## src/rtl/core/aes_pkg.sv

```systemverilog
// ----------------------------------------------------------------------------
// AES-128 package
// Shared types, constants and round functions for the AES-128 block pipeline.
// ----------------------------------------------------------------------------
package aes_pkg;

	// Field and block widths.
	localparam int unsigned HalfW     = 64;
	localparam int unsigned BlkW      = 2 * HalfW;
	localparam int unsigned NumRounds = 10;
	localparam int unsigned CfgIdxW   = 1;

	// Configuration register indexes.
	localparam logic [CfgIdxW-1:0] REG_KEY_HIGH = 1'b0;
	localparam logic [CfgIdxW-1:0] REG_KEY_LOW  = 1'b1;

	typedef logic [HalfW-1:0]   half_t;
	typedef logic [BlkW-1:0]    blk_t;
	typedef logic [CfgIdxW-1:0] cfg_idx_t;
	typedef logic [7:0]         byte_t;
	typedef logic [31:0]        word_t;

	// Reduction polynomial for GF(2^8) doubling.
	localparam byte_t GF_POLY = 8'h1B;

	// Round constants, one per round, placed in the top byte of the word.
	localparam byte_t RCON [1:NumRounds] = '{
		8'h01, 8'h02, 8'h04, 8'h08, 8'h10, 8'h20, 8'h40, 8'h80, 8'h1B, 8'h36
	};

	// Forward substitution box.
	localparam byte_t SBOX [0:255] = '{
		8'h63,8'h7C,8'h77,8'h7B,8'hF2,8'h6B,8'h6F,8'hC5,8'h30,8'h01,8'h67,8'h2B,8'hFE,8'hD7,8'hAB,8'h76,
		8'hCA,8'h82,8'hC9,8'h7D,8'hFA,8'h59,8'h47,8'hF0,8'hAD,8'hD4,8'hA2,8'hAF,8'h9C,8'hA4,8'h72,8'hC0,
		8'hB7,8'hFD,8'h93,8'h26,8'h36,8'h3F,8'hF7,8'hCC,8'h34,8'hA5,8'hE5,8'hF1,8'h71,8'hD8,8'h31,8'h15,
		8'h04,8'hC7,8'h23,8'hC3,8'h18,8'h96,8'h05,8'h9A,8'h07,8'h12,8'h80,8'hE2,8'hEB,8'h27,8'hB2,8'h75,
		8'h09,8'h83,8'h2C,8'h1A,8'h1B,8'h6E,8'h5A,8'hA0,8'h52,8'h3B,8'hD6,8'hB3,8'h29,8'hE3,8'h2F,8'h84,
		8'h53,8'hD1,8'h00,8'hED,8'h20,8'hFC,8'hB1,8'h5B,8'h6A,8'hCB,8'hBE,8'h39,8'h4A,8'h4C,8'h58,8'hCF,
		8'hD0,8'hEF,8'hAA,8'hFB,8'h43,8'h4D,8'h33,8'h85,8'h45,8'hF9,8'h02,8'h7F,8'h50,8'h3C,8'h9F,8'hA8,
		8'h51,8'hA3,8'h40,8'h8F,8'h92,8'h9D,8'h38,8'hF5,8'hBC,8'hB6,8'hDA,8'h21,8'h10,8'hFF,8'hF3,8'hD2,
		8'hCD,8'h0C,8'h13,8'hEC,8'h5F,8'h97,8'h44,8'h17,8'hC4,8'hA7,8'h7E,8'h3D,8'h64,8'h5D,8'h19,8'h73,
		8'h60,8'h81,8'h4F,8'hDC,8'h22,8'h2A,8'h90,8'h88,8'h46,8'hEE,8'hB8,8'h14,8'hDE,8'h5E,8'h0B,8'hDB,
		8'hE0,8'h32,8'h3A,8'h0A,8'h49,8'h06,8'h24,8'h5C,8'hC2,8'hD3,8'hAC,8'h62,8'h91,8'h95,8'hE4,8'h79,
		8'hE7,8'hC8,8'h37,8'h6D,8'h8D,8'hD5,8'h4E,8'hA9,8'h6C,8'h56,8'hF4,8'hEA,8'h65,8'h7A,8'hAE,8'h08,
		8'hBA,8'h78,8'h25,8'h2E,8'h1C,8'hA6,8'hB4,8'hC6,8'hE8,8'hDD,8'h74,8'h1F,8'h4B,8'hBD,8'h8B,8'h8A,
		8'h70,8'h3E,8'hB5,8'h66,8'h48,8'h03,8'hF6,8'h0E,8'h61,8'h35,8'h57,8'hB9,8'h86,8'hC1,8'h1D,8'h9E,
		8'hE1,8'hF8,8'h98,8'h11,8'h69,8'hD9,8'h8E,8'h94,8'h9B,8'h1E,8'h87,8'hE9,8'hCE,8'h55,8'h28,8'hDF,
		8'h8C,8'hA1,8'h89,8'h0D,8'hBF,8'hE6,8'h42,8'h68,8'h41,8'h99,8'h2D,8'h0F,8'hB0,8'h54,8'hBB,8'h16
	};

	function automatic byte_t sbox(input byte_t b);
		return SBOX[b];
	endfunction

	// Multiply by two in GF(2^8).
	function automatic byte_t xtime(input byte_t b);
		return {b[6:0], 1'b0} ^ (b[7] ? GF_POLY : 8'h00);
	endfunction

	// Byte i of the state sits in bits 127-8i downto 120-8i (column-major order).
	function automatic byte_t get_byte(input blk_t s, input int unsigned i);
		return s[BlkW-1-8*i -: 8];
	endfunction

	// SubBytes followed by ShiftRows.
	function automatic blk_t sub_shift(input blk_t s);
		blk_t t;
		t = '0;
		for (int unsigned c = 0; c < 4; c++) begin
			for (int unsigned r = 0; r < 4; r++) begin
				t[BlkW-1-8*(r+4*c) -: 8] = sbox(get_byte(s, r + 4*((c + r) % 4)));
			end
		end
		return t;
	endfunction

	// MixColumns on one column, row 0 in the top byte.
	function automatic word_t mix_column(input word_t col);
		byte_t a0, a1, a2, a3, d0, d1, d2, d3;
		a0 = col[31:24];
		a1 = col[23:16];
		a2 = col[15:8];
		a3 = col[7:0];
		d0 = xtime(a0);
		d1 = xtime(a1);
		d2 = xtime(a2);
		d3 = xtime(a3);
		return {d0 ^ d1 ^ a1 ^ a2 ^ a3,
			a0 ^ d1 ^ d2 ^ a2 ^ a3,
			a0 ^ a1 ^ d2 ^ d3 ^ a3,
			d0 ^ a0 ^ a1 ^ a2 ^ d3};
	endfunction

	function automatic blk_t mix_columns(input blk_t s);
		blk_t t;
		t = '0;
		for (int unsigned c = 0; c < 4; c++) begin
			t[BlkW-1-32*c -: 32] = mix_column(s[BlkW-1-32*c -: 32]);
		end
		return t;
	endfunction

	// One step of the key schedule: four words of round key from the previous four.
	function automatic blk_t key_step(input blk_t k, input byte_t rc);
		word_t w0, w1, w2, w3, t, n0, n1, n2, n3;
		w0 = k[127:96];
		w1 = k[95:64];
		w2 = k[63:32];
		w3 = k[31:0];
		t  = {w3[23:0], w3[31:24]};
		t  = {sbox(t[31:24]), sbox(t[23:16]), sbox(t[15:8]), sbox(t[7:0])} ^ {rc, 24'h000000};
		n0 = w0 ^ t;
		n1 = w1 ^ n0;
		n2 = w2 ^ n1;
		n3 = w3 ^ n2;
		return {n0, n1, n2, n3};
	endfunction

endpackage

```

## src/rtl/core/aes_skid.sv

```systemverilog
// ----------------------------------------------------------------------------
// AES output skid buffer
// Two-entry output register that cuts the ready path from the ciphertext
// channel back into the round pipeline.
// ----------------------------------------------------------------------------
module aes_skid import aes_pkg::*; (
	input  logic clk,
	input  logic arst_n,
	input  logic up_valid,
	output logic up_ready,
	input  blk_t up_data,
	output logic dn_valid,
	input  logic dn_ready,
	output blk_t dn_data
);

	logic out_vld_q;
	logic spr_vld_q;
	blk_t out_q;
	blk_t spr_q;
	logic up_fire;
	logic out_free;

	assign up_ready = !spr_vld_q;
	assign up_fire  = up_valid && up_ready;
	assign out_free = dn_ready || !out_vld_q;

	// Valid bits: the spare entry fills only while the output entry is stalled.
	always_ff @(posedge clk or negedge arst_n) begin
		if (!arst_n) begin
			out_vld_q <= 1'b0;
			spr_vld_q <= 1'b0;
		end else if (out_free) begin
			out_vld_q <= spr_vld_q || up_fire;
			spr_vld_q <= 1'b0;
		end else if (up_fire) begin
			spr_vld_q <= 1'b1;
		end
	end

	// Payload moves from the spare entry first so order is kept.
	always_ff @(posedge clk) begin
		if (out_free) begin
			out_q <= spr_vld_q ? spr_q : up_data;
		end else if (up_fire) begin
			spr_q <= up_data;
		end
	end

	assign dn_valid = out_vld_q;
	assign dn_data  = out_q;

endmodule

```

## config.mk

```make
export PLATFORM = sky130hd
export DESIGN_NAME = aes_skid
export DESIGN_NICKNAME = d
export VERILOG_FILES = /design/src/rtl/core/aes_pkg.sv /design/src/rtl/core/aes_skid.sv
export SDC_FILE = /design/constraint.sdc
export NUM_CORES = 1
export LEC_CHECK = 0
export BUFFER_PORTS_ARGS = -buffer_cell sky130_fd_sc_hd__buf_2
export CAP_MARGIN = 0
export CORE_ASPECT_RATIO = 0.8
export CORE_MARGIN = 2
export CORE_UTILIZATION = 47
export CTS_CLUSTER_DIAMETER = 50
export DETAILED_ROUTE_END_ITERATION = 6
export PLACE_DENSITY = 0.87
export SLEW_MARGIN = 20
export SYNTH_ARGS = -nofsm -noshare
export SYNTH_HDL_FRONTEND = slang
export SYNTH_SLANG_ARGS = --single-unit
```

## constraint.sdc

```tcl
create_clock -name clk -period 12.7 [get_ports clk]
set_input_delay 0.635 -clock clk [delete_from_list [all_inputs] [get_ports clk]]
set_output_delay 0.635 -clock clk [all_outputs]
set_load 0.01 [all_outputs]
```

# [After elaboration in Yosys (flattened, before gate mapping)]
# Cells that the tools add are included.
[word_totals] reg_bits=258 inputBits=132 output_inout_bits=130
[classes] mux=3 bitwise_logic=1 n_reduce_logical=7
[ops] op="two-way mux 128 bit" n=1
[ops] op="zero test 1 bit" n=2
[ops] op="logical OR 1 bit" n=2
[ops] op="two-way mux 1 bit" n=2
[ops] op="AND reduction 2 bit" n=1
[ops] op="nonzero test 2 bit" n=1
[ops] op="logical AND 1 bit" n=1
[ops] op="inverter 1 bit" n=1

# [Longest topological paths before layout]
[logic_depth] depth_word=4 depth_mapped=5 ltp_nobuf=2

# [Worst setup path after synthesis]
# Ideal clock, no wire load.
[synth_timing] path_kind="input-to-reg" start="in dn_ready" end="reg spr_q[0] (enable)" setup_ns=0.797 t_arrival_ns=13.416 required_ns=11.903 setup_slack_ns=-1.513 stages=2 path_cell_list="nand2b_1 -> nor3b_1"
[synth_via] elab_chain_cells=3
[synth_lines] item="start: declaration" line="aes_skid.sv:13" rtl="input logic dn_ready,"
[synth_lines] item="logical OR 1 bit" line="aes_skid.sv:26" rtl="assign out_free = dn_ready || !out_vld_q;"
[synth_lines] item="inverter 1 bit (no line)"
[synth_lines] item="AND reduction 2 bit (no line)"
[synth_lines] item="end signal: assignment" line="aes_skid.sv:46" rtl="spr_q <= up_data;"
[synth_lines] item="end: declaration" line="aes_skid.sv:20" rtl="blk_t spr_q;"
# No other way between the ends.
# A chain may end at the register's enable or synchronous reset.

# [Worst setup path after layout]
[layout_timing] start="reg out_vld_q (netlist: dn_valid)" end="reg spr_q[42] (enable)"
[layout_via] elab_chain_cells=4
[layout_lines] item="start: declaration" line="aes_skid.sv:17" rtl="logic out_vld_q;"
[layout_lines] item="start signal: assignment" line="aes_skid.sv:34" rtl="out_vld_q <= spr_vld_q || up_fire;"
[layout_lines] item="zero test 1 bit" line="aes_skid.sv:26"
[layout_lines] item="logical OR 1 bit" line="aes_skid.sv:26"
[layout_lines] item="via out_free" line="aes_skid.sv:22" rtl="logic out_free;"
[layout_lines] item="inverter 1 bit (no line)"
[layout_lines] item="AND reduction 2 bit (no line)"
# The timed path passes the listed nets, and every way through them passes these cells.

==> results.md <==
- Num rows: between 40 and 50
- RSZ-0062 raised after global routing: false
- Skew-Pair Late Insertion Delay: 0.52 ns
- Final worst path period share: 0.1909
- H-tree depth: 1
- Routed Antenna Nets: 0
- CP Capture Type: flip-flop
- Gr ovfl total: 0
- Worst slew pin tran: approximately 1.1 ns
- Die Area: 21770 µm²
- Layout cells sized above 1: 0.6190
- Hold Path Class: primary input to flip-flop
- Type of the worst setup path: flip-flop to flip-flop
- Seq cells post-synth: around 260
- Nets@finish: a little over 800
- Syn Area/Cell: roughly 24 µm²
- Syn-to-layout area delta: 25.86%
- Yosys Warn Count: 0
- Status: finished, final reports clean
- Mapped Area: between 9000 and 10000 µm²
- P_leak: 4.816 nW
- Residual DRC: 0
- CTS tree: yes
- # setup viols final: 0
- First-pass GRT wire length: approximately 27 mm
- TNS Setup: 0 ns
- Footprint of the multi-input gates: around 1800 µm²
- Total wire length: ~18 mm
- Fin worst setup slack: 10.28 ns
- Gr usage total: 0.1615
- Post-synthesis sequential area ratio: 0.7992
- Sink Count: 258
- Synth Instances: just over 400
- Core area: roughly 20000 µm²
- Worst slack at placement: 9.789 ns
- CP startpoint kind: flip-flop
- Max VDD drop: around 0.00010 V
- Max_cap viols: 0
- Starting Density: 0.4834
- CP Data Arrival Time: 2.57 ns
- Clk slew on worst S/H paths: around 0.06 ns
- Worst path required time: about 13 ns
- Die Wd: about 160 µm
- Clk_skew: approximately 0.014 ns
- Drt wl/cell: approximately 19 µm
- Vias per std cell: 4.901
- Ports: between 200 and 300
- Final hold slack: around 0.31 ns
- Fill count: between 1k and 1.5k
- Initial antenna violation count: 2
- Min Clock Period, post-route: around 2.4 ns
- Netlist cell types: 12
- Top post-synthesis cells by area: edfxtp_1, mux2_4, mux2_2
- PwrDens: 168.1 nW/µm²
- Bufs on Longest Clock Path: 3
- Max Freq: 412.5 MHz
- Pin count of the biggest net entering global routing: 69
- TritonRoute pass-1 iters: 4
- TritonCTS Buffers: 26
- Port Buffers: around 260
- Vias in the first global route: a little over 5k
- Final Instance Area: approximately 12000 µm²
- Root buffer cell: clkbuf_16
- Post-place instance area: around 11000 µm²
- Die Y-Extent: 132.4 µm
- Post-Syn Nets: roughly 540
- Overall power: a little over 2 mW
- Max-slew headroom: 0.2929
- Synth area leader: edfxtp_1
- Worst Path Max Fanout: 66
- Via Count: roughly 4.8k
- Final Hold Vio Count: 0
- 1st-iter DRT viols: between 300 and 400
- Final HPWL from detailed placement: 11.83 mm
- GP Congestion: 0.7440
- Final Max Tran Viols: 0
- Register Area: 7741 µm²
- Yosys top cell area share: 0.7940
-- kinds of logic (layout without fill, tap and decap cells) --
kind of cell	after synthesis	after routing	synth area share
buffers and inverters	16	315	0.01564
flip-flops	258	258	0.7992
multiplexers	128	128	0.1826
other	0	1	0
AND/OR/NAND/NOR	5	5	0.002585
-- Yosys cell counts --
library cell	number
mux2_4	87
nor2_1	2
dfrtp_1	2
nand2b_1	1
mux2_2	41
edfxtp_1	256
buf_6	10
inv_1	1
buf_2	4
nand2_1	1
nor3b_1	1
buf_8	1
-- state kept, by name (all words and copies together), names as in the netlist --
| name | flops |
|---|---|
| dn_valid | 1 |
| dn_data | 128 |
| spr_vld_q | 1 |
| spr_q | 128 |
-- metal layers --
layer | share of wire | wire [µm] | vias to the layer above | GRT usage
li1 | - | - | 2178 | -
met1 | 0.41 | 7391 | 2319 | 0.2098
met2 | 0.48 | 8672 | 219 | 0.2689
met3 | 0.078 | 1405 | 43 | 0.03995
met4 | 0.033 | 592 | 0 | 0.05072
met5 | 0 | 0 | - | 0
-- worst paths after layout --
path	cells past startpoint	start	to	slack [ns]
max in group asynchronous	2	arst_n	spr_vld_q	12.13
min in group asynchronous	2	arst_n	dn_valid	0.44
max reg2reg	3	dn_valid	spr_q[42]	10.28
min	1	up_data[91]	spr_q[91]	0.31
max	3	dn_valid	spr_q[42]	10.28
min reg2reg	1	spr_q[40]	dn_data[40]	0.54
-- metrics by stage --
| stage | utilization | instances |
|---|---|---|
| floorplan | - | 407 |
| global placement | 0.5604 | 922 |
| detailed placement | 0.5604 | 922 |
| CTS | 0.6083 | 970 |
| global route | 0.6084 | 971 |
| finish | 0.6084 | 971 |
-- critical path, cell delays in order (launching register included) --
cell and delay (ns):
dfrtp_1 0.41, nand2b_4 0.47, nor3b_2 0.39, buf_4 0.70
-- placed cells by master (no fill, tap or decap) --
master / count
inv_6: 1
buf_2: 261
clkbuf_1: 2
edfxtp_1: 256
nand2b_4: 1
diode_2: 1
clkinv_1: 5
mux2_4: 87
inv_1: 1
mux2_2: 41
dfrtp_1: 1
clkinv_2: 4
nand2_1: 1
clkinvlp_4: 1
clkbuf_16: 27
buf_4: 5
nor3b_2: 1
bufinv_16: 7
dfrtp_4: 1
nor2_1: 2
dlygate4sd3_1: 1
-- layout make-up --
cell class,instances,share of cell area
Antenna cell,1,0.0002054
Inverter,1,0.0003080
Clock buffer,29,0.05606
Multi-Input combinational cell,133,0.1482
Tap cell,264,0.02711
Timing Repair Buffer,267,0.1111
Sequential cell,258,0.6353
Clock inverter,18,0.02177
-- power breakdown --
part	switching, mW	internal, mW	leakage (nW)	total (mW)
Combinational	0.0950	0.0921	1.87	0.187
Clock	0.307	0.528	0.462	0.834
Sequential	0.0167	1.01	2.48	1.03
Total	0.418	1.63	4.82	2.05
-- timing repair --
item / in CTS / in global routing
gates resized for setup: 0 / 0
hold buffers: 1 / 0
setup buffers: 0 / 0
endpoints found under the hold margin: 2 / 0
endpoints found under the setup margin: 0 / 0
No activity file was read; power rests on OpenSTA's default activity.
