<file path="config.mk">
export PLATFORM = sky130hd
export DESIGN_NAME = aes_round
export DESIGN_NICKNAME = d
export VERILOG_FILES = /design/src/rtl/core/aes_pkg.sv /design/src/rtl/core/aes_round.sv
export SDC_FILE = /design/constraint.sdc
export NUM_CORES = 2
export LEC_CHECK = 0
export BUFFER_PORTS_ARGS = -buffer_cell sky130_fd_sc_hd__buf_2
export CORE_MARGIN = 4
export CORE_UTILIZATION = 35
export DETAILED_ROUTE_END_ITERATION = 6
export HOLD_SLACK_MARGIN = 0.03
export PLACE_DENSITY = 0.52
export SLEW_MARGIN = 20
export SYNTH_ARGS = -nofsm -noshare
export SYNTH_HDL_FRONTEND = slang
export SYNTH_SLANG_ARGS = --single-unit
</file>
<file path="constraint.sdc">
create_clock -name clk -period 7.4 [get_ports clk]
set_input_delay 0.37 -clock clk [delete_from_list [all_inputs] [get_ports clk]]
set_output_delay 0.37 -clock clk [all_outputs]
set_load 0.01 [all_outputs]
</file>
<file path="src/rtl/core/aes_pkg.sv">
// ----------------------------------------------------------------------------
// AES-128 package
// Shared types, constants and round functions for the AES-128 block pipeline.
// ----------------------------------------------------------------------------
package aes_pkg;

	// Field and block widths.
	localparam int unsigned HalfW     = 64;
	localparam int unsigned BlkW      = 2 * HalfW;
	localparam int unsigned NumRounds = 10;
	localparam int unsigned CfgIdxW   = 1;

	// Configuration register indexes.
	localparam logic [CfgIdxW-1:0] REG_KEY_HIGH = 1'b0;
	localparam logic [CfgIdxW-1:0] REG_KEY_LOW  = 1'b1;

	typedef logic [HalfW-1:0]   half_t;
	typedef logic [BlkW-1:0]    blk_t;
	typedef logic [CfgIdxW-1:0] cfg_idx_t;
	typedef logic [7:0]         byte_t;
	typedef logic [31:0]        word_t;

	// Reduction polynomial for GF(2^8) doubling.
	localparam byte_t GF_POLY = 8'h1B;

	// Round constants, one per round, placed in the top byte of the word.
	localparam byte_t RCON [1:NumRounds] = '{
		8'h01, 8'h02, 8'h04, 8'h08, 8'h10, 8'h20, 8'h40, 8'h80, 8'h1B, 8'h36
	};

	// Forward substitution box.
	localparam byte_t SBOX [0:255] = '{
		8'h63,8'h7C,8'h77,8'h7B,8'hF2,8'h6B,8'h6F,8'hC5,8'h30,8'h01,8'h67,8'h2B,8'hFE,8'hD7,8'hAB,8'h76,
		8'hCA,8'h82,8'hC9,8'h7D,8'hFA,8'h59,8'h47,8'hF0,8'hAD,8'hD4,8'hA2,8'hAF,8'h9C,8'hA4,8'h72,8'hC0,
		8'hB7,8'hFD,8'h93,8'h26,8'h36,8'h3F,8'hF7,8'hCC,8'h34,8'hA5,8'hE5,8'hF1,8'h71,8'hD8,8'h31,8'h15,
		8'h04,8'hC7,8'h23,8'hC3,8'h18,8'h96,8'h05,8'h9A,8'h07,8'h12,8'h80,8'hE2,8'hEB,8'h27,8'hB2,8'h75,
		8'h09,8'h83,8'h2C,8'h1A,8'h1B,8'h6E,8'h5A,8'hA0,8'h52,8'h3B,8'hD6,8'hB3,8'h29,8'hE3,8'h2F,8'h84,
		8'h53,8'hD1,8'h00,8'hED,8'h20,8'hFC,8'hB1,8'h5B,8'h6A,8'hCB,8'hBE,8'h39,8'h4A,8'h4C,8'h58,8'hCF,
		8'hD0,8'hEF,8'hAA,8'hFB,8'h43,8'h4D,8'h33,8'h85,8'h45,8'hF9,8'h02,8'h7F,8'h50,8'h3C,8'h9F,8'hA8,
		8'h51,8'hA3,8'h40,8'h8F,8'h92,8'h9D,8'h38,8'hF5,8'hBC,8'hB6,8'hDA,8'h21,8'h10,8'hFF,8'hF3,8'hD2,
		8'hCD,8'h0C,8'h13,8'hEC,8'h5F,8'h97,8'h44,8'h17,8'hC4,8'hA7,8'h7E,8'h3D,8'h64,8'h5D,8'h19,8'h73,
		8'h60,8'h81,8'h4F,8'hDC,8'h22,8'h2A,8'h90,8'h88,8'h46,8'hEE,8'hB8,8'h14,8'hDE,8'h5E,8'h0B,8'hDB,
		8'hE0,8'h32,8'h3A,8'h0A,8'h49,8'h06,8'h24,8'h5C,8'hC2,8'hD3,8'hAC,8'h62,8'h91,8'h95,8'hE4,8'h79,
		8'hE7,8'hC8,8'h37,8'h6D,8'h8D,8'hD5,8'h4E,8'hA9,8'h6C,8'h56,8'hF4,8'hEA,8'h65,8'h7A,8'hAE,8'h08,
		8'hBA,8'h78,8'h25,8'h2E,8'h1C,8'hA6,8'hB4,8'hC6,8'hE8,8'hDD,8'h74,8'h1F,8'h4B,8'hBD,8'h8B,8'h8A,
		8'h70,8'h3E,8'hB5,8'h66,8'h48,8'h03,8'hF6,8'h0E,8'h61,8'h35,8'h57,8'hB9,8'h86,8'hC1,8'h1D,8'h9E,
		8'hE1,8'hF8,8'h98,8'h11,8'h69,8'hD9,8'h8E,8'h94,8'h9B,8'h1E,8'h87,8'hE9,8'hCE,8'h55,8'h28,8'hDF,
		8'h8C,8'hA1,8'h89,8'h0D,8'hBF,8'hE6,8'h42,8'h68,8'h41,8'h99,8'h2D,8'h0F,8'hB0,8'h54,8'hBB,8'h16
	};

	function automatic byte_t sbox(input byte_t b);
		return SBOX[b];
	endfunction

	// Multiply by two in GF(2^8).
	function automatic byte_t xtime(input byte_t b);
		return {b[6:0], 1'b0} ^ (b[7] ? GF_POLY : 8'h00);
	endfunction

	// Byte i of the state sits in bits 127-8i downto 120-8i (column-major order).
	function automatic byte_t get_byte(input blk_t s, input int unsigned i);
		return s[BlkW-1-8*i -: 8];
	endfunction

	// SubBytes followed by ShiftRows.
	function automatic blk_t sub_shift(input blk_t s);
		blk_t t;
		t = '0;
		for (int unsigned c = 0; c < 4; c++) begin
			for (int unsigned r = 0; r < 4; r++) begin
				t[BlkW-1-8*(r+4*c) -: 8] = sbox(get_byte(s, r + 4*((c + r) % 4)));
			end
		end
		return t;
	endfunction

	// MixColumns on one column, row 0 in the top byte.
	function automatic word_t mix_column(input word_t col);
		byte_t a0, a1, a2, a3, d0, d1, d2, d3;
		a0 = col[31:24];
		a1 = col[23:16];
		a2 = col[15:8];
		a3 = col[7:0];
		d0 = xtime(a0);
		d1 = xtime(a1);
		d2 = xtime(a2);
		d3 = xtime(a3);
		return {d0 ^ d1 ^ a1 ^ a2 ^ a3,
			a0 ^ d1 ^ d2 ^ a2 ^ a3,
			a0 ^ a1 ^ d2 ^ d3 ^ a3,
			d0 ^ a0 ^ a1 ^ a2 ^ d3};
	endfunction

	function automatic blk_t mix_columns(input blk_t s);
		blk_t t;
		t = '0;
		for (int unsigned c = 0; c < 4; c++) begin
			t[BlkW-1-32*c -: 32] = mix_column(s[BlkW-1-32*c -: 32]);
		end
		return t;
	endfunction

	// One step of the key schedule: four words of round key from the previous four.
	function automatic blk_t key_step(input blk_t k, input byte_t rc);
		word_t w0, w1, w2, w3, t, n0, n1, n2, n3;
		w0 = k[127:96];
		w1 = k[95:64];
		w2 = k[63:32];
		w3 = k[31:0];
		t  = {w3[23:0], w3[31:24]};
		t  = {sbox(t[31:24]), sbox(t[23:16]), sbox(t[15:8]), sbox(t[7:0])} ^ {rc, 24'h000000};
		n0 = w0 ^ t;
		n1 = w1 ^ n0;
		n2 = w2 ^ n1;
		n3 = w3 ^ n2;
		return {n0, n1, n2, n3};
	endfunction

endpackage

</file>
<file path="src/rtl/core/aes_round.sv">
// ----------------------------------------------------------------------------
// AES round stage
// One registered pipeline stage: a cipher round plus the matching key schedule
// step, so the round key travels down the pipeline next to its block.
// ----------------------------------------------------------------------------
module aes_round import aes_pkg::*; #(
	parameter int unsigned Round = 1
) (
	input  logic clk,
	input  logic arst_n,
	input  logic up_valid,
	output logic up_ready,
	input  blk_t up_state,
	input  blk_t up_key,
	output logic dn_valid,
	input  logic dn_ready,
	output blk_t dn_state,
	output blk_t dn_key
);

	logic vld_s;
	blk_t state_s;
	blk_t rkey_s;
	blk_t rkey;
	blk_t subsh;
	blk_t mixed;

	// Round key for this round and the round body; the last round skips MixColumns.
	always_comb begin
		rkey  = key_step(up_key, RCON[Round]);
		subsh = sub_shift(up_state);
		mixed = (Round == NumRounds) ? subsh : mix_columns(subsh);
	end

	// The stage takes a new transaction when empty or when its content moves on.
	assign up_ready = !vld_s || dn_ready;

	always_ff @(posedge clk or negedge arst_n) begin
		if (!arst_n) begin
			vld_s <= 1'b0;
		end else if (up_ready) begin
			vld_s <= up_valid;
		end
	end

	always_ff @(posedge clk) begin
		if (up_valid && up_ready) begin
			state_s <= mixed ^ rkey;
			rkey_s  <= rkey;
		end
	end

	assign dn_valid = vld_s;
	assign dn_state = state_s;
	assign dn_key   = rkey_s;

endmodule

</file>
Yosys cells after proc, flatten, opt, wreduce, memory -nomap -nowiden:

Memories as Yosys holds them, arrays and structs flattened.
Index checks and enable logic that the tools add are counted.

* word-level logic and storage cells: 208
* bits in read-only memories: 40960
* bits in registers: 257
* memories kept: 20

Memories
* (name not given): words 256, width 8, rd ports 1, clocked after memory_dff 0, wr ports 0, line aes_pkg.sv:52 `return SBOX[b];`
* (name not given): words 256, width 8, rd ports 1, clocked after memory_dff 0, wr ports 0, line aes_pkg.sv:52
* (name not given): words 256, width 8, rd ports 1, clocked after memory_dff 0, wr ports 0, line aes_pkg.sv:52
* (name not given): words 256, width 8, rd ports 1, clocked after memory_dff 0, wr ports 0, line aes_pkg.sv:52
* (name not given): words 256, width 8, rd ports 1, clocked after memory_dff 0, wr ports 0, line aes_pkg.sv:52
* (name not given): words 256, width 8, rd ports 1, clocked after memory_dff 0, wr ports 0, line aes_pkg.sv:52
* 14 more memories

* bitwise operators: 106
* mux-type cells: 56
* $lt $le $gt $ge: 20
* reductions and logical operators: 3

Operators by type and width (number)
* 8-bit XOR: 64
* 8-bit two-way mux: 40
* 9-bit greater-or-equal comparator, second input constant: 20
* 8-bit NOT with 9-bit output: 20
* 128-bit XOR: 1
* 32-bit XOR: 4
* 8-bit by 5-bit XOR with 8-bit output: 16
* 5-bit two-way mux: 16
* 1-bit logical AND: 1
* 1-bit logical NOT: 1
* 1-bit logical OR: 1
* 1-bit NOT: 1

Logic depth before layout (Yosys ltp):

* depth after elaboration: 11
* mapped depth: 17
* depth with buffers taken out: 14

Least setup slack after synthesis:

No wires, ideal clock.

* path kind: register to register
* from: register vld_s (netlist: dn_valid)
* to: register rkey_s[0] (netlist: dn_key[0]) (enable)
* arrival time: 6426 ps
* required time: 6750 ps
* path slack: 323 ps
* clock period less this slack: 7077 ps
* cell stages (with the launch flop): 3
* buffers on the path: 0
* path through: dfrtp_1 nand2b_1 and2_1

* longest elaborated chain between the ends: 3

Ends and longest elaborated chain
* from (decl): line aes_round.sv:21 `logic vld_s;`
* from (signal assigned): line aes_round.sv:42 `vld_s <= up_valid;`
* 1-bit logical NOT: line aes_round.sv:36 `assign up_ready = !vld_s || dn_ready;`
* 1-bit logical OR: line aes_round.sv:36
* named net up_ready: line aes_round.sv:12 `output logic up_ready,`
* 1-bit logical AND: line aes_round.sv:47 `if (up_valid && up_ready) begin`
* to (signal assigned): line aes_round.sv:49 `rkey_s <= rkey;`
* to (decl): line aes_round.sv:23 `blk_t rkey_s;`

The timed path passes the listed nets, and every way through them passes these cells.
A chain may end at the register's enable or synchronous reset.

Worst setup path after layout:

* from: input port up_key[1]
* to: register state_s[13] (netlist: dn_state[13]), data pin

* longest elaborated chain between the ends: 9

Ends and longest elaborated chain
* from (decl): line aes_round.sv:14 `input blk_t up_key,`
* 8-bit NOT with 9-bit output (not written as such): line aes_pkg.sv:52
* memory 256 x 8 bit
* 8-bit two-way mux (not written as such) (2 in series): line aes_pkg.sv:52
* 32-bit XOR: line aes_pkg.sv:112 `n0 = w0 ^ t;`
* 32-bit XOR: line aes_pkg.sv:113 `n1 = w1 ^ n0;`
* 32-bit XOR: line aes_pkg.sv:114 `n2 = w2 ^ n1;`
* named net rkey[45]: line aes_round.sv:24 `blk_t rkey;`
* 32-bit XOR: line aes_pkg.sv:115 `n3 = w3 ^ n2;`
* named net rkey[13]: line aes_round.sv:24
* 128-bit XOR: line aes_round.sv:48 `state_s <= mixed ^ rkey;`
* to (signal assigned): line aes_round.sv:48
* to (decl): line aes_round.sv:22 `blk_t state_s;`

The timed path passes the listed nets, and every way through them passes these cells. The select of a mux whose other input is x is not followed.

==> impl_summary.txt <==
----------------------------------------------------
[Timing]
  Finish-stage setup viols ... 0
  Worst-case clock skew ... ~0.035 ns
  Period Utilization, post-route ... roughly three quarters
  RSZ-0062 raised after global routing ... no
  Tmin final ... roughly 5.6 ns
  Smallest setup slack after layout ... 1.83 ns
  Worst slew margin relative to its limit ... 10.1%
  Final sum of negative setup slack ... 0 ns
  Worst slew pin tran ... ~1.3 ns
  Final hold viol count ... 0
  Pins over their slew limit ... 0
  Maximum clock frequency ... 180 MHz

[Die]
  Core ar. ... roughly 230000 µm²
  Starting utilization of the core area ... between 30% and 40%
  DIE AREA ... about 240000 µm²
  Standard-cell rows ... about 180
  Boundary Pins ... ~520
  Die width ... between 400 and 500 µm
  Y dimension of the die ... 486 µm

[Routing]
  Routed wire length ... approximately 480000 µm
  DR pass1 iterations ... 7
  Via count of the routed design ... 101000
  Antenna viol nets, final ... 0
  DRC violations left ... 40
  DRC marker count from the first detailed-route iteration ... just over 20000
  Average wire per standard cell ... 33.8 µm
  Average via count per standard cell ... around 7

[Worst setup path]
  Req. time, crit path ... 7.72 ns
  Largest driver fanout on the critical path ... 26
  Category of the most critical setup path ... in2reg
  Worst Setup End Kind ... flop
  Worst-case register-to-register setup slack ... 5.03 ns
  Number of cells on the worst reg-to-reg path ... 3
  CP Launch Type ... input pin
  Arrival time at the worst endpoint ... just under 6 ns

[Synthesis]
  Proportion of register bits with asynchronous set or reset after synthesis ... less than 1%
  Post-Syn Instances ... 11600
  Main synth FF type ... edfxtp_1
  Top area cells in the synthesized netlist ... edfxtp_1, a21oi_1, o21ai_0
  Proportion of netlist area held by the largest area contributor ... under 10%
  Arithmetic-cell share of the synthesized area counting full adders, half adders and majority gates ... between 4 and 5%
  Synth top cells by count ... a21oi_1, o21ai_0, nand2_1
  Flip-flop and latch count after synthesis ... 257
  Synth Area in Compound Gates ... about 37%
  Syn nets ... between 10000 and 15000
  Sequential share of the synthesized area ... under 10%
  Count of distinct cell types in the synthesized netlist ... between 100 and 150
  Cell taking the most area after synthesis ... edfxtp_1
  Synthesis warning total ... 0
  Multiplexer share of the synthesized area ... slightly above 8%
  Number of enable flip-flop cells after synthesis ... about 260
  Average instance area after synthesis ... between 6 and 7 µm²
  Post-synthesis instance area ... 80100 µm²
  Area share of xor/xnor cells in the synthesized design ... 8.72%
  Area share of and/or/nand/nor cells after synthesis ... 24.1%
  Dominant combinational cell family by area after synthesis ... compound AO/OA/AOI/OAI gates

[Pwr]
  Lkg Pwr ... ~0.029 µW
  Power per cell area ... 172 nW/µm²
  Worst-case vdd ir drop ... 0.000131 V
  Total power ... roughly 14000 µW

[Run status]
  Outcome ... finished with violations
  Violated checks ... design-rule violations

[Place]
  Hpwl dp ... 348000 µm
  Dpl ws ... between 1 and 1.5 ns
  Cell total after placement ... approximately 14000
  Final Wtd Congestion ... 1.06
  Count of input and output buffers ... just over 500

[Hold path]
  Class of the tightest hold or removal check ... in2async

[CTS]
  Post-CTS setup-driven buffer insertion count ... 0
  Clock slew seen by the registers of the worst setup and hold paths ... ~0.07 ns
  Clock sink count ... 257
  Clock insertion delay at the later pin of the skew report ... about 0.62 ns
  Post-cts gate resize count ... 0
  Clock tree from TritonCTS ... built
  Clk root buf ... clkbuf_16
  CTS max path bufs ... 3
  H-tree depth ... 2
  Number of buffers added by the clock tree synthesis step ... 34

[Cells and area]
  Number of cells in the finished layout apart from fillers ... around 14000
  Area of the multi-input gates ... around 66000 µm²
  Sequential cell area ... slightly below 8000 µm²
  Filler Cells Inserted ... ~25000
  Final Net Count ... approximately 12000
  Area growth from synthesis to layout ... 4.86%
  Layout cell share with drive strength beyond 1 ... between 10% and 20%

[Global routing]
  Total global-route track usage ... between 30% and 40%
  Global route overflow ... 0
  Number of global-route vias before repair ... 91300
  First-pass GRT wire length ... roughly 680000 µm
  Largest net degree at the start of global routing ... ~120
  Initial antenna violation count ... 50

[Job]
  Max-cap violations ... 0

----------------------------------------------------
cell usage in the layout, fill, tap and decap left out, types with 72 or more instances in the layout:
master    instances
a211o_1          72
a211oi_1        261
a21oi_1         995
a221oi_1         87
a311oi_1        190
a31oi_1         299
and2_1          111
buf_2           492
buf_4           261
edfxtp_1        256
ha_1            290
inv_1           195
mux2i_1         125
mux4_2          205
nand2_1         893
nand2b_1        372
nand3_1         432
nor2_1          857
nor2b_1         337
nor3_1          480
o211ai_1        263
o21ai_0         994
o311ai_0        197
o31ai_1         135
or2_2           107
xnor2_1         536
xor2_1          172
sequential cells by signal (all words and copies together), names as in the netlist:
name	flops
dn_key	128
dn_state	128
dn_valid	1
cell families after synthesis:
family | Yosys count
fa+ha+maj | 290
mux | 378
buf+inv | 1606
xor+xnor | 758
simple gates | 3935
compound gates | 4393
flops | 257
layer usage:
metal	GRT usage, %	vias up	share of wire, %
met5	0	-	0.027
met3	9.79	1632	12
met1	47.9	48100	37
met2	57.5	8271	43
li1	-	42600	-
met4	22.8	18	7.6
power by group:
part           total, µW  internal [µW]  switching [µW]
clock network       1710            923             783
registers           2750           2350             399
logic               9940           3340            6600
total              14400           6610            7790
layout make-up:
| class | instances | share of cell area, % |
|---|---|---|
| diodes | 40 | 0.119 |
| clock buffers | 38 | 1.03 |
| clock inverters | 23 | 0.234 |
| inverters | 240 | 1.07 |
| multi-input cells | 9754 | 78.5 |
| flip-flops and latches | 257 | 9.19 |
| well taps | 3009 | 4.48 |
| repair buffers | 761 | 5.42 |
critical path: stages:
cell and delay (ns):
buf_2 0.42, inv_1 0.39, ha_1 0.64, nand2b_1 0.49
nand2_1 0.10, mux4_2 0.50, mux4_2 0.45, mux2i_1 0.42
xnor2_1 0.22, xor2_1 0.57, xnor2_2 0.46, xnor2_1 0.66
xnor2_1 0.14
per-stage QoR:
stage / hold WS, ns / cell area, µm² / util, %
6_report: 0.0656 / 84000 / 36.9
3_3_place_gp: 0.157 / 82700 / 36.3
5_1_grt: 0.0576 / 83900 / 36.9
4_1_cts: 0.0334 / 83800 / 36.9
3_5_place_dp: 0.154 / 82800 / 36.4
2_1_floorplan: 0.0744 / 80100 / -
final timing paths:
kind                                      start                      to
max                                   up_key[1]  dn_state[13]$_DFFE_PP_
min                                      arst_n    dn_valid$_DFFE_PN0N_
max reg2reg                dn_valid$_DFFE_PN0N_   dn_key[124]$_DFFE_PP_
min reg2reg                dn_valid$_DFFE_PN0N_    dn_valid$_DFFE_PN0N_
max in group asynchronous                arst_n    dn_valid$_DFFE_PN0N_
min in group clk                       dn_ready    dn_valid$_DFFE_PN0N_
repair_timing:
action,in CTS,in global routing
hold buffers,2,0
hold endpoints to repair,2,0
endpoints found under the setup margin,0,0
Power figures use the tool's default switching activity.
